===== src/hdl/cld_pkg.sv =====
// cld_pkg: shared constants, types and helpers for the line discipline
// no dependencies; imported by every module of the block
`default_nettype none

package cld_pkg;

  // store sizes
  localparam int RING_DEPTH = 256;
  localparam int LINE_DEPTH = 128;
  localparam int RING_AW    = $clog2(RING_DEPTH);
  localparam int RING_CW    = $clog2(RING_DEPTH + 1);
  localparam int LINE_AW    = $clog2(LINE_DEPTH);
  localparam int LINE_CW    = $clog2(LINE_DEPTH + 1);

  // command queue between front and back
  localparam int CMDQ_DEPTH = 2;
  localparam int CMDQ_AW    = $clog2(CMDQ_DEPTH);
  localparam int CMDQ_CW    = $clog2(CMDQ_DEPTH + 1);

  // character codes
  localparam logic [7:0] CH_NUL     = 8'h00;
  localparam logic [7:0] CH_BS      = 8'h08;
  localparam logic [7:0] CH_LF      = 8'h0A;
  localparam logic [7:0] CH_CR      = 8'h0D;
  localparam logic [7:0] CH_SP      = 8'h20;
  localparam logic [7:0] CH_CARET   = 8'h5E;
  localparam logic [7:0] CH_UPPER_C = 8'h43;

  // register reset values
  localparam logic [7:0] INTR_CHAR_RESET  = 8'd3;
  localparam logic [7:0] ERASE_CHAR_RESET = 8'd127;

  // input word operations
  localparam logic OP_RECV = 1'b0;
  localparam logic OP_POP  = 1'b1;

  // configuration register indexes
  typedef enum logic [2:0] {
    REG_ECHO_ENABLE  = 3'd0,
    REG_CANONICAL    = 3'd1,
    REG_CRNL_ENABLE  = 3'd2,
    REG_ISIG_ENABLE  = 3'd3,
    REG_NOFLUSH      = 3'd4,
    REG_ECHO_CTL     = 3'd5,
    REG_INTR_CHAR    = 3'd6,
    REG_ERASE_CHAR   = 3'd7
  } reg_index_t;

  // item classes decided by the front
  typedef enum logic [1:0] {
    CMD_POP   = 2'd0,
    CMD_INTR  = 2'd1,
    CMD_ERASE = 2'd2,
    CMD_CHAR  = 2'd3
  } cmd_kind_t;

  // echo sequences produced by the back
  typedef enum logic [2:0] {
    ECHO_NONE   = 3'd0,
    ECHO_SINGLE = 3'd1,
    ECHO_CRLF   = 3'd2,
    ECHO_ERASE  = 3'd3,
    ECHO_INTR   = 3'd4
  } echo_kind_t;

  // one classified word with the settings it needs
  typedef struct packed {
    cmd_kind_t  kind;
    logic [7:0] ch;
    logic       canon;
    logic       echo_en;
    logic       echo_ctl;
    logic       flush;
  } cmd_t;

  // byte at position idx of an echo sequence
  function automatic logic [7:0] echo_byte(echo_kind_t kind, logic [1:0] idx,
                                           logic [7:0] ch);
    logic [7:0] b;
    b = CH_NUL;
    unique case (kind)
      ECHO_SINGLE: b = ch;
      ECHO_CRLF:   b = (idx == 2'd0) ? CH_CR : CH_LF;
      ECHO_ERASE:  b = (idx == 2'd1) ? CH_SP : CH_BS;
      ECHO_INTR: begin
        unique case (idx)
          2'd0: b = CH_CARET;
          2'd1: b = CH_UPPER_C;
          2'd2: b = CH_CR;
          2'd3: b = CH_LF;
        endcase
      end
      default:     b = CH_NUL;
    endcase
    return b;
  endfunction

endpackage

`default_nettype wire


===== src/hdl/cld_front.sv =====
// cld_front: configuration registers, input word accept and classification
// depends on cld_pkg; feeds cld_cmdq
`default_nettype none

module cld_front import cld_pkg::*; (
  input  wire logic       clk,
  input  wire logic       rst,
  input  wire logic       in_valid,
  output logic            in_ready,
  input  wire logic       op,
  input  wire logic [7:0] rx_char,
  input  wire logic       cfg_valid,
  output logic            cfg_ready,
  input  wire logic [2:0] cfg_index,
  input  wire logic [7:0] cfg_data,
  output logic            q_push,
  output cmd_t            q_cmd,
  input  wire logic       q_ready
);

  logic       echo_enable;
  logic       canonical_mode;
  logic       crnl_enable;
  logic       isig_enable;
  logic       noflush_on_intr;
  logic       echo_ctl;
  logic [7:0] intr_char;
  logic [7:0] erase_char;
  logic [7:0] ch;

  assign cfg_ready = 1'b1;

  // register writes
  always_ff @(posedge clk) begin
    if (rst) begin
      echo_enable     <= 1'b1;
      canonical_mode  <= 1'b1;
      crnl_enable     <= 1'b1;
      isig_enable     <= 1'b1;
      noflush_on_intr <= 1'b0;
      echo_ctl        <= 1'b1;
      intr_char       <= INTR_CHAR_RESET;
      erase_char      <= ERASE_CHAR_RESET;
    end else if (cfg_valid) begin
      unique case (reg_index_t'(cfg_index))
        REG_ECHO_ENABLE: echo_enable     <= cfg_data[0];
        REG_CANONICAL:   canonical_mode  <= cfg_data[0];
        REG_CRNL_ENABLE: crnl_enable     <= cfg_data[0];
        REG_ISIG_ENABLE: isig_enable     <= cfg_data[0];
        REG_NOFLUSH:     noflush_on_intr <= cfg_data[0];
        REG_ECHO_CTL:    echo_ctl        <= cfg_data[0];
        REG_INTR_CHAR:   intr_char       <= cfg_data;
        REG_ERASE_CHAR:  erase_char      <= cfg_data;
      endcase
    end
  end

  // cr to lf translation
  assign ch = (crnl_enable && rx_char == CH_CR) ? CH_LF : rx_char;

  // classify the word
  always_comb begin
    q_cmd.ch       = ch;
    q_cmd.canon    = canonical_mode;
    q_cmd.echo_en  = echo_enable;
    q_cmd.echo_ctl = echo_enable & echo_ctl;
    q_cmd.flush    = ~noflush_on_intr;
    priority if (op == OP_POP) begin
      q_cmd.kind = CMD_POP;
    end else if (isig_enable && ch == intr_char) begin
      q_cmd.kind = CMD_INTR;
    end else if (canonical_mode && (ch == CH_BS || ch == erase_char)) begin
      q_cmd.kind = CMD_ERASE;
    end else begin
      q_cmd.kind = CMD_CHAR;
    end
  end

  assign in_ready = q_ready;
  assign q_push   = in_valid & q_ready;

endmodule

`default_nettype wire


===== src/hdl/cld_cmdq.sv =====
// cld_cmdq: short command queue between the front and the back
// depends on cld_pkg
`default_nettype none

module cld_cmdq import cld_pkg::*; (
  input  wire logic clk,
  input  wire logic rst,
  input  wire logic push,
  input  cmd_t      push_cmd,
  output logic      push_ready,
  input  wire logic pop,
  output cmd_t      pop_cmd,
  output logic      pop_valid
);

  cmd_t               entries [CMDQ_DEPTH];
  logic [CMDQ_AW-1:0] wr_ptr;
  logic [CMDQ_AW-1:0] rd_ptr;
  logic [CMDQ_CW-1:0] fill;
  logic               do_push;
  logic               do_pop;

  assign push_ready = (fill != CMDQ_CW'(CMDQ_DEPTH));
  assign pop_valid  = (fill != '0);
  assign pop_cmd    = entries[rd_ptr];
  assign do_push    = push & push_ready;
  assign do_pop     = pop & pop_valid;

  // entry storage
  always_ff @(posedge clk) begin
    if (do_push) begin
      entries[wr_ptr] <= push_cmd;
    end
  end

  // pointers and fill level
  always_ff @(posedge clk) begin
    if (rst) begin
      wr_ptr <= '0;
      rd_ptr <= '0;
      fill   <= '0;
    end else begin
      if (do_push) begin
        wr_ptr <= (wr_ptr == CMDQ_AW'(CMDQ_DEPTH - 1)) ? '0 : wr_ptr + 1'b1;
      end
      if (do_pop) begin
        rd_ptr <= (rd_ptr == CMDQ_AW'(CMDQ_DEPTH - 1)) ? '0 : rd_ptr + 1'b1;
      end
      if (do_push && !do_pop) begin
        fill <= fill + 1'b1;
      end else if (do_pop && !do_push) begin
        fill <= fill - 1'b1;
      end
    end
  end

endmodule

`default_nettype wire


===== src/hdl/cld_back.sv =====
// cld_back: line store, input ring, line commit copy and result words
// depends on cld_pkg; takes commands from cld_cmdq
`default_nettype none

module cld_back import cld_pkg::*; (
  input  wire logic clk,
  input  wire logic rst,
  input  cmd_t      cmd_in,
  input  wire logic cmd_valid,
  output logic      cmd_pop,
  output logic      out_valid,
  input  wire logic out_ready,
  output logic       echo_valid,
  output logic [7:0] echo_char,
  output logic       intr_raised,
  output logic       data_ready,
  output logic       read_valid,
  output logic [7:0] read_char,
  output logic       last_result
);

  typedef enum logic [3:0] {
    ST_IDLE = 4'b0001,
    ST_EXEC = 4'b0010,
    ST_COPY = 4'b0100,
    ST_EMIT = 4'b1000
  } state_t;

  state_t st, st_next;
  cmd_t   cmd;

  // stores
  logic [7:0] ring_mem [RING_DEPTH];
  logic [7:0] line_mem [LINE_DEPTH];
  logic [7:0] ring_rd_q;
  logic [7:0] line_rd_q;

  logic [RING_AW-1:0] head, head_next;
  logic [RING_AW-1:0] tail, tail_next;
  logic [RING_CW-1:0] count, count_next;
  logic [LINE_AW-1:0] line_length, line_length_next;

  // commit copy
  logic [LINE_CW-1:0] copy_cnt, copy_cnt_next;
  logic [LINE_CW-1:0] copy_len, copy_len_next;
  logic               pend, pend_next;
  logic               copy_issue;

  // result description
  echo_kind_t ekind, ekind_next;
  logic [1:0] res_last, res_last_next;
  logic [1:0] res_idx, res_idx_next;
  logic       flag_intr, flag_intr_next;
  logic       flag_ready, flag_ready_next;
  logic       flag_rv, flag_rv_next;

  // memory port controls
  logic       push_en;
  logic [7:0] push_data;
  logic       ring_wr;
  logic       ring_rd;
  logic       line_wr;
  logic       out_load;

  assign cmd_pop    = (st == ST_IDLE) && cmd_valid;
  assign copy_issue = (copy_cnt != copy_len);
  assign ring_wr    = push_en && (count != RING_CW'(RING_DEPTH));
  assign ring_rd    = (st == ST_EXEC) && (cmd.kind == CMD_POP) && (count != '0);
  assign line_wr    = (st == ST_EXEC) && (cmd.kind == CMD_CHAR) && cmd.canon;
  assign out_load   = (st == ST_EMIT) && (!out_valid || out_ready);

  // ring memory
  always_ff @(posedge clk) begin
    if (ring_wr) begin
      ring_mem[head] <= push_data;
    end
    if (ring_rd) begin
      ring_rd_q <= ring_mem[tail];
    end
  end

  // line memory
  always_ff @(posedge clk) begin
    if (line_wr) begin
      line_mem[line_length] <= cmd.ch;
    end
    if ((st == ST_COPY) && copy_issue) begin
      line_rd_q <= line_mem[copy_cnt[LINE_AW-1:0]];
    end
  end

  // sequencer
  always_comb begin
    st_next          = st;
    head_next        = head;
    tail_next        = tail;
    count_next       = count;
    line_length_next = line_length;
    copy_cnt_next    = copy_cnt;
    copy_len_next    = copy_len;
    pend_next        = pend;
    ekind_next       = ekind;
    res_last_next    = res_last;
    res_idx_next     = res_idx;
    flag_intr_next   = flag_intr;
    flag_ready_next  = flag_ready;
    flag_rv_next     = flag_rv;
    push_en          = 1'b0;
    push_data        = cmd.ch;

    unique case (st)
      ST_IDLE: begin
        if (cmd_valid) begin
          st_next = ST_EXEC;
        end
      end

      ST_EXEC: begin
        ekind_next      = ECHO_NONE;
        res_last_next   = 2'd0;
        res_idx_next    = 2'd0;
        flag_intr_next  = 1'b0;
        flag_ready_next = 1'b0;
        flag_rv_next    = 1'b0;
        st_next         = ST_EMIT;
        unique case (cmd.kind)
          CMD_POP: begin
            if (count != '0) begin
              tail_next    = (tail == RING_AW'(RING_DEPTH - 1)) ? '0 : tail + 1'b1;
              count_next   = count - 1'b1;
              flag_rv_next = 1'b1;
            end
          end
          CMD_INTR: begin
            flag_intr_next = 1'b1;
            if (cmd.flush) begin
              head_next        = '0;
              tail_next        = '0;
              count_next       = '0;
              line_length_next = '0;
            end
            if (cmd.echo_ctl) begin
              ekind_next    = ECHO_INTR;
              res_last_next = 2'd3;
            end
          end
          CMD_ERASE: begin
            if (line_length != '0) begin
              line_length_next = line_length - 1'b1;
              if (cmd.echo_en) begin
                ekind_next    = ECHO_ERASE;
                res_last_next = 2'd2;
              end
            end
          end
          CMD_CHAR: begin
            if (cmd.canon) begin
              if (cmd.ch == CH_LF || line_length == LINE_AW'(LINE_DEPTH - 1)) begin
                copy_len_next    = LINE_CW'(line_length) + 1'b1;
                copy_cnt_next    = '0;
                pend_next        = 1'b0;
                line_length_next = '0;
                flag_ready_next  = 1'b1;
                st_next          = ST_COPY;
              end else begin
                line_length_next = line_length + 1'b1;
              end
            end else begin
              push_en         = 1'b1;
              flag_ready_next = 1'b1;
            end
            if (cmd.echo_en && cmd.ch != CH_NUL) begin
              if (cmd.ch == CH_LF) begin
                ekind_next    = ECHO_CRLF;
                res_last_next = 2'd1;
              end else begin
                ekind_next    = ECHO_SINGLE;
                res_last_next = 2'd0;
              end
            end
          end
        endcase
      end

      ST_COPY: begin
        // one read issued and one byte pushed per cycle
        push_en   = pend;
        push_data = line_rd_q;
        pend_next = copy_issue;
        if (copy_issue) begin
          copy_cnt_next = copy_cnt + 1'b1;
        end else if (!pend) begin
          st_next = ST_EMIT;
        end
      end

      ST_EMIT: begin
        if (out_load) begin
          if (res_idx == res_last) begin
            st_next = ST_IDLE;
          end else begin
            res_idx_next = res_idx + 1'b1;
          end
        end
      end

      default: st_next = ST_IDLE;
    endcase

    // ring push, dropped when full
    if (ring_wr) begin
      head_next  = (head == RING_AW'(RING_DEPTH - 1)) ? '0 : head + 1'b1;
      count_next = count + 1'b1;
    end
  end

  // control registers
  always_ff @(posedge clk) begin
    if (rst) begin
      st          <= ST_IDLE;
      head        <= '0;
      tail        <= '0;
      count       <= '0;
      line_length <= '0;
      pend        <= 1'b0;
      copy_cnt    <= '0;
      copy_len    <= '0;
      res_idx     <= '0;
      res_last    <= '0;
      out_valid   <= 1'b0;
    end else begin
      st          <= st_next;
      head        <= head_next;
      tail        <= tail_next;
      count       <= count_next;
      line_length <= line_length_next;
      pend        <= pend_next;
      copy_cnt    <= copy_cnt_next;
      copy_len    <= copy_len_next;
      res_idx     <= res_idx_next;
      res_last    <= res_last_next;
      if (out_load) begin
        out_valid <= 1'b1;
      end else if (out_ready) begin
        out_valid <= 1'b0;
      end
    end
  end

  // command and result description
  always_ff @(posedge clk) begin
    if (cmd_pop) begin
      cmd <= cmd_in;
    end
    ekind      <= ekind_next;
    flag_intr  <= flag_intr_next;
    flag_ready <= flag_ready_next;
    flag_rv    <= flag_rv_next;
  end

  // output register
  always_ff @(posedge clk) begin
    if (out_load) begin
      echo_valid  <= (ekind != ECHO_NONE);
      echo_char   <= echo_byte(ekind, res_idx, cmd.ch);
      intr_raised <= flag_intr;
      data_ready  <= flag_ready;
      read_valid  <= flag_rv;
      read_char   <= flag_rv ? ring_rd_q : 8'h00;
      last_result <= (res_idx == res_last);
    end
  end

endmodule

`default_nettype wire


===== src/hdl/canonical_line_discipline.sv =====
// Terminal input line editor with an input ring. Every input word is classified by
// the front (receive, interrupt, erase or pop) and queued in a two-entry command
// queue, so a new word can be taken while the back is still working or while a result
// waits at the output register. The back handles one word at a time: it goes from its
// idle state through an execute state to an emit state, which loads one result word
// (one to four results) into the output register whenever out_ready allows. A word
// that commits a line also passes through a copy state, because the single-port line
// memory is copied into the ring memory one byte per cycle. Configuration writes are
// taken in any cycle and must only be issued while the block is idle.
// depends on cld_pkg, cld_front, cld_cmdq, cld_back
`default_nettype none

module canonical_line_discipline import cld_pkg::*; (
  input  wire logic       clk,
  input  wire logic       rst,
  input  wire logic       in_valid,
  output logic            in_ready,
  input  wire logic       op,
  input  wire logic [7:0] rx_char,
  output logic            out_valid,
  input  wire logic       out_ready,
  output logic            echo_valid,
  output logic [7:0]      echo_char,
  output logic            intr_raised,
  output logic            data_ready,
  output logic            read_valid,
  output logic [7:0]      read_char,
  output logic            last_result,
  input  wire logic       cfg_valid,
  output logic            cfg_ready,
  input  wire logic [2:0] cfg_index,
  input  wire logic [7:0] cfg_data
);

  logic q_push;
  logic q_ready;
  cmd_t q_cmd;
  cmd_t b_cmd;
  logic b_valid;
  logic b_pop;

  // accept and classify
  cld_front u_front (
    .clk       (clk),
    .rst       (rst),
    .in_valid  (in_valid),
    .in_ready  (in_ready),
    .op        (op),
    .rx_char   (rx_char),
    .cfg_valid (cfg_valid),
    .cfg_ready (cfg_ready),
    .cfg_index (cfg_index),
    .cfg_data  (cfg_data),
    .q_push    (q_push),
    .q_cmd     (q_cmd),
    .q_ready   (q_ready)
  );

  // command queue
  cld_cmdq u_cmdq (
    .clk        (clk),
    .rst        (rst),
    .push       (q_push),
    .push_cmd   (q_cmd),
    .push_ready (q_ready),
    .pop        (b_pop),
    .pop_cmd    (b_cmd),
    .pop_valid  (b_valid)
  );

  // execution and results
  cld_back u_back (
    .clk         (clk),
    .rst         (rst),
    .cmd_in      (b_cmd),
    .cmd_valid   (b_valid),
    .cmd_pop     (b_pop),
    .out_valid   (out_valid),
    .out_ready   (out_ready),
    .echo_valid  (echo_valid),
    .echo_char   (echo_char),
    .intr_raised (intr_raised),
    .data_ready  (data_ready),
    .read_valid  (read_valid),
    .read_char   (read_char),
    .last_result (last_result)
  );

endmodule

`default_nettype wire

===== config.mk =====
export PLATFORM = sky130hd
export DESIGN_NAME = canonical_line_discipline
export DESIGN_NICKNAME = d
export VERILOG_FILES = /design/src/hdl/cld_pkg.sv /design/src/hdl/cld_front.sv /design/src/hdl/cld_cmdq.sv /design/src/hdl/cld_back.sv /design/src/hdl/canonical_line_discipline.sv
export SDC_FILE = /design/constraint.sdc
export NUM_CORES = 2
export LEC_CHECK = 0
export BUFFER_PORTS_ARGS = -buffer_cell sky130_fd_sc_hd__buf_4
export CORE_UTILIZATION = 50
export CTS_BUF_LIST = sky130_fd_sc_hd__clkbuf_8
export DETAILED_ROUTE_END_ITERATION = 12
export PLACE_DENSITY = 0.65
export SLEW_MARGIN = 20
export SYNTH_ARGS = -nofsm -noshare
export SYNTH_HDL_FRONTEND = slang
export SYNTH_SLANG_ARGS = --single-unit

===== constraint.sdc =====
create_clock -name clk -period 14.4 [get_ports clk]
set_clock_uncertainty 0.15 [all_clocks]
set_input_delay 3.6 -clock clk [delete_from_list [all_inputs] [get_ports clk]]
set_output_delay 3.6 -clock clk [all_outputs]
set_load 0.01 [all_outputs]

==> reports/results.tsv <==
stage	metric	value	unit
timing	tmin_final	6.02	ns
floorplanning	fp-row-count	184	
drt	drt.antenna.violating_nets	0	
setup_path	critical_path.most_common_cell	sky130_fd_sc_hd__buf_4	
clocking	cts_resized	0	
clocking	tritoncts_clock_tree	yes	
floorplanning	die_width	506	um
power	total_leakage_power	42.5	nW
clocking	tritoncts.num_buffers	536	
synthesis	synth.avg_cell_area	20.3	um2
hold_path	worstHoldPathType	register to register	
drt	wl	316000	um
run_status	outcome	finished clean	
layout	area_growth	10.6	%
layout	mostFrequentLayoutCells	3,157 x sky130_fd_sc_hd__edfxtp_1, 736 x sky130_fd_sc_hd__mux4_2, 555 x sky130_fd_sc_hd__clkbuf_8, 504 x sky130_fd_sc_hd__nor2_1, 308 x sky130_fd_sc_hd__mux2i_1	
drt	drt_iter0_markers	7701	
drt	firstDrtPassIters	5	
setup_path	worstPathCellList	buf_4 > buf_4 > buf_4 > mux4_2 > mux4_2 > o21ai_1 > o311ai_0 > or4_1	
timing	fin_setup_tns	0	ns
synthesis	synth_nets	6316	
timing	max_freq	166	MHz
clocking	cts.hold.buffers_added	0	
setup_path	crit_fanout	48	
synthesis	ys_types	76	
power	peakVddDrop	0.147	mV
floorplanning	boundaryPins	49	
synthesis	synthTopCellsByArea	sky130_fd_sc_hd__edfxtp_1 75%, sky130_fd_sc_hd__mux4_2 13%, sky130_fd_sc_hd__mux2i_1 2.4%, sky130_fd_sc_hd__nor2_1 1.5%, sky130_fd_sc_hd__dfxtp_1 1.3%	
layout	post_route_cells_drive_above_1_share	23.6	%
synthesis	yosysTopAreaCell	sky130_fd_sc_hd__edfxtp_1	
layout	layout.area.seq	96500	um2
setup_path	critPathMaxStageDelay	0.99	ns
synthesis	synthesis.yosys.warnings	0	
clocking	clkSinkCount	3241	
clocking	number_of_setup_buffers_added_after_cts	0	
floorplanning	floorplan.die_area	256000	um2
clocking	h-tree-depth	6	
power	powerDensity	146	nW/um2
setup_path	cell_family_with_most_cp_delay	buffers and inverters	
synthesis	syn-instance-count	6274	
setup_path	crit_end_category	register	
timing	timing.final.setup_violations	0	
setup_path	cp_data_arrival_time	6.70	ns
synthesis	synth_top_flop_cell	sky130_fd_sc_hd__edfxtp_1	
global_routing	global_route_wire_length_before_repair	456000	um
timing	rsz_0062_raised_after_global_routing	false	
setup_path	startpoint_type	register	
global_routing	grt.overflow.total	0	
place	placement.setup.worst_slack	7.97	ns
synthesis	flop_and_latch_count_out_of_synthesis	3241	
setup_path	cp.buffers_inverters	3	
global_routing	gr-usage-all-layers	24.6	%
drt	drt-vias-per-instance	6.25	
timing	max_slew_margin	15.1	%
timing	finalCritPeriodShare	41.8	%
layout	fin_util	55.8	%
layout	nets	6653	
clocking	root_buffer_selected_by_cts	sky130_fd_sc_hd__clkbuf_8	
floorplanning	design.core.area	252000	um2
synthesis	synthesized_cell_area	127000	um2
global_routing	via_count_of_the_first_global_routing_pass	65000	
place	place_congestion	0.866	
setup_path	crit_path_top_delay_cell	sky130_fd_sc_hd__dfxtp_4	
layout	count_of_filler_cells_inserted_in_the_layout	18900	
timing	tightestPinTransition	1.27	ns
layout	multi_input_area	29000	um2
drt	route.detailed.wl_per_inst	30.6	um
clocking	worst_skew_pair.late_latency	1.08	ns
place	placed_wire_length_estimate_after_detailed_placement	186000	um
clocking	cts.path.max_buffers	4	
layout	most_common_cell_after_layout_fill_and_taps_aside	sky130_fd_sc_hd__edfxtp_1	
floorplanning	initial_utilization	50.4	%
job	maxCapViolations	0	
synthesis	synth_enable_flop_cells	3157	
clocking	path_clk_slew	0.06	ns
drt	dr_total_vias	64500	
global_routing	grt_start_max_net_pins	162	
global_routing	grt_antenna_before_repair	10	
place	number_of_i_o_port_buffers	47	
timing	slew_viols_final	0	
synthesis	fraction_of_the_yosys_area_taken_by_sequential_cells	75.9	%
floorplanning	floorplan.die.height	506	um
timing	finalWorstSetupSlack	8.38	ns
timing	number_of_hold_violations_in_the_final_report	0	
setup_path	worst_ep_required_time	15.08	ns
drt	detail_route.drc_violations	0	
setup_path	cp_class	register to register	
synthesis	synth_largest_type_area_fraction	74.6	%
synthesis	synth-async-reset-ratio	0	%
[metal layers]
metal | track usage (%) | vias up | routed length [um]
met5 | 0 | - | 69
met4 | 7.64 | 10 | 8460
met3 | 6.31 | 546 | 31400
met2 | 37.5 | 3353 | 148000
met1 | 35.1 | 34000 | 129000
li1 | - | 26600 | -
[worst paths after layout]
check,start,end,slack (ns),cells past startpoint
worst max register to register,u_back.tail[0],u_back.ring_rd_q[4],8.38,8
worst min-delay path,u_back.flag_ready,u_back.data_ready,0.28,0
worst min register to register,u_back.flag_ready,u_back.data_ready,0.28,0
worst max-delay path,u_back.tail[0],u_back.ring_rd_q[4],8.38,8
[Yosys cell counts (26+ instances only)]
master                     instances
sky130_fd_sc_hd__nor3_1           39
sky130_fd_sc_hd__nand2_1         144
sky130_fd_sc_hd__xor2_1           31
sky130_fd_sc_hd__nor2_1          507
sky130_fd_sc_hd__nand4_1          30
sky130_fd_sc_hd__buf_2            76
sky130_fd_sc_hd__buf_6            28
sky130_fd_sc_hd__mux2_2           30
sky130_fd_sc_hd__a21oi_1          96
sky130_fd_sc_hd__dfxtp_1          84
sky130_fd_sc_hd__buf_4            39
sky130_fd_sc_hd__nor2b_1          29
sky130_fd_sc_hd__clkbuf_1        199
sky130_fd_sc_hd__a221oi_1         84
sky130_fd_sc_hd__nand3_1          75
sky130_fd_sc_hd__inv_1            26
sky130_fd_sc_hd__mux4_2          736
sky130_fd_sc_hd__a211oi_1         30
sky130_fd_sc_hd__mux2i_1         308
sky130_fd_sc_hd__o21ai_0          88
sky130_fd_sc_hd__a22oi_1          67
sky130_fd_sc_hd__edfxtp_1       3157
sky130_fd_sc_hd__buf_1            35
[final cells by class]
class / count / share of cell area, %
antenna: 5 / 0.00890
clock buffer: 555 / 5.43
clock inverter: 345 / 1.21
inverter: 29 / 0.0810
multi-input combinational: 2624 / 20.6
sequential: 3241 / 68.7
tap: 3348 / 2.98
timing repair buffer: 179 / 1.03
[sequential cells by signal (all words and copies together) (netlist names), 9 cells and up]
register / count
u_cmdq.entries: 28
u_back.count: 9
u_back.cmd: 14
u_back.line_mem: 1024
u_back.ring_mem: 2048
[through the flow]
stage,std cells,hold WS [ns],instance area [um2],total power [W]
final,10300,0.277,141000,0.0205
after floorplan,6274,0.250,127000,0.0126
after global placement,9414,0.254,131000,0.0133
after detailed placement,9418,0.263,131000,0.0134
after global routing,10300,0.299,141000,0.0211
after CTS,10300,0.282,140000,0.0205
[worst reg2reg max path: cells and delay by family, from the launching register on]
| family | cells | cell delay (ns) |
|---|---|---|
| buffers and inverters | 3 | 2.15 |
| flip-flops | 1 | 0.99 |
| multiplexers | 2 | 1.08 |
| AO/OA/AOI/OAI | 2 | 0.91 |
| AND/OR/NAND/NOR | 1 | 0.55 |
[kinds of logic after synthesis]
logic type | count (synthesis) | synth area share [%]
multiplexers | 1074 | 15.7
other | 1 | 0.00295
adder cells (fa/ha/maj) | 17 | 0.167
buffers and inverters | 409 | 1.59
AND/OR/NAND/NOR | 955 | 3.37
flip-flops | 3241 | 75.9
XOR/XNOR | 47 | 0.324
AO/OA/AOI/OAI | 530 | 2.92
[power by group]
| group | switching (W) | internal, W |
|---|---|---|
| registers | 0.0000516 | 0.0115 |
| clock network | 0.00354 | 0.00371 |
| logic | 0.00142 | 0.000228 |
| total | 0.00501 | 0.0154 |
No activity file was read; power rests on OpenSTA's default activity.
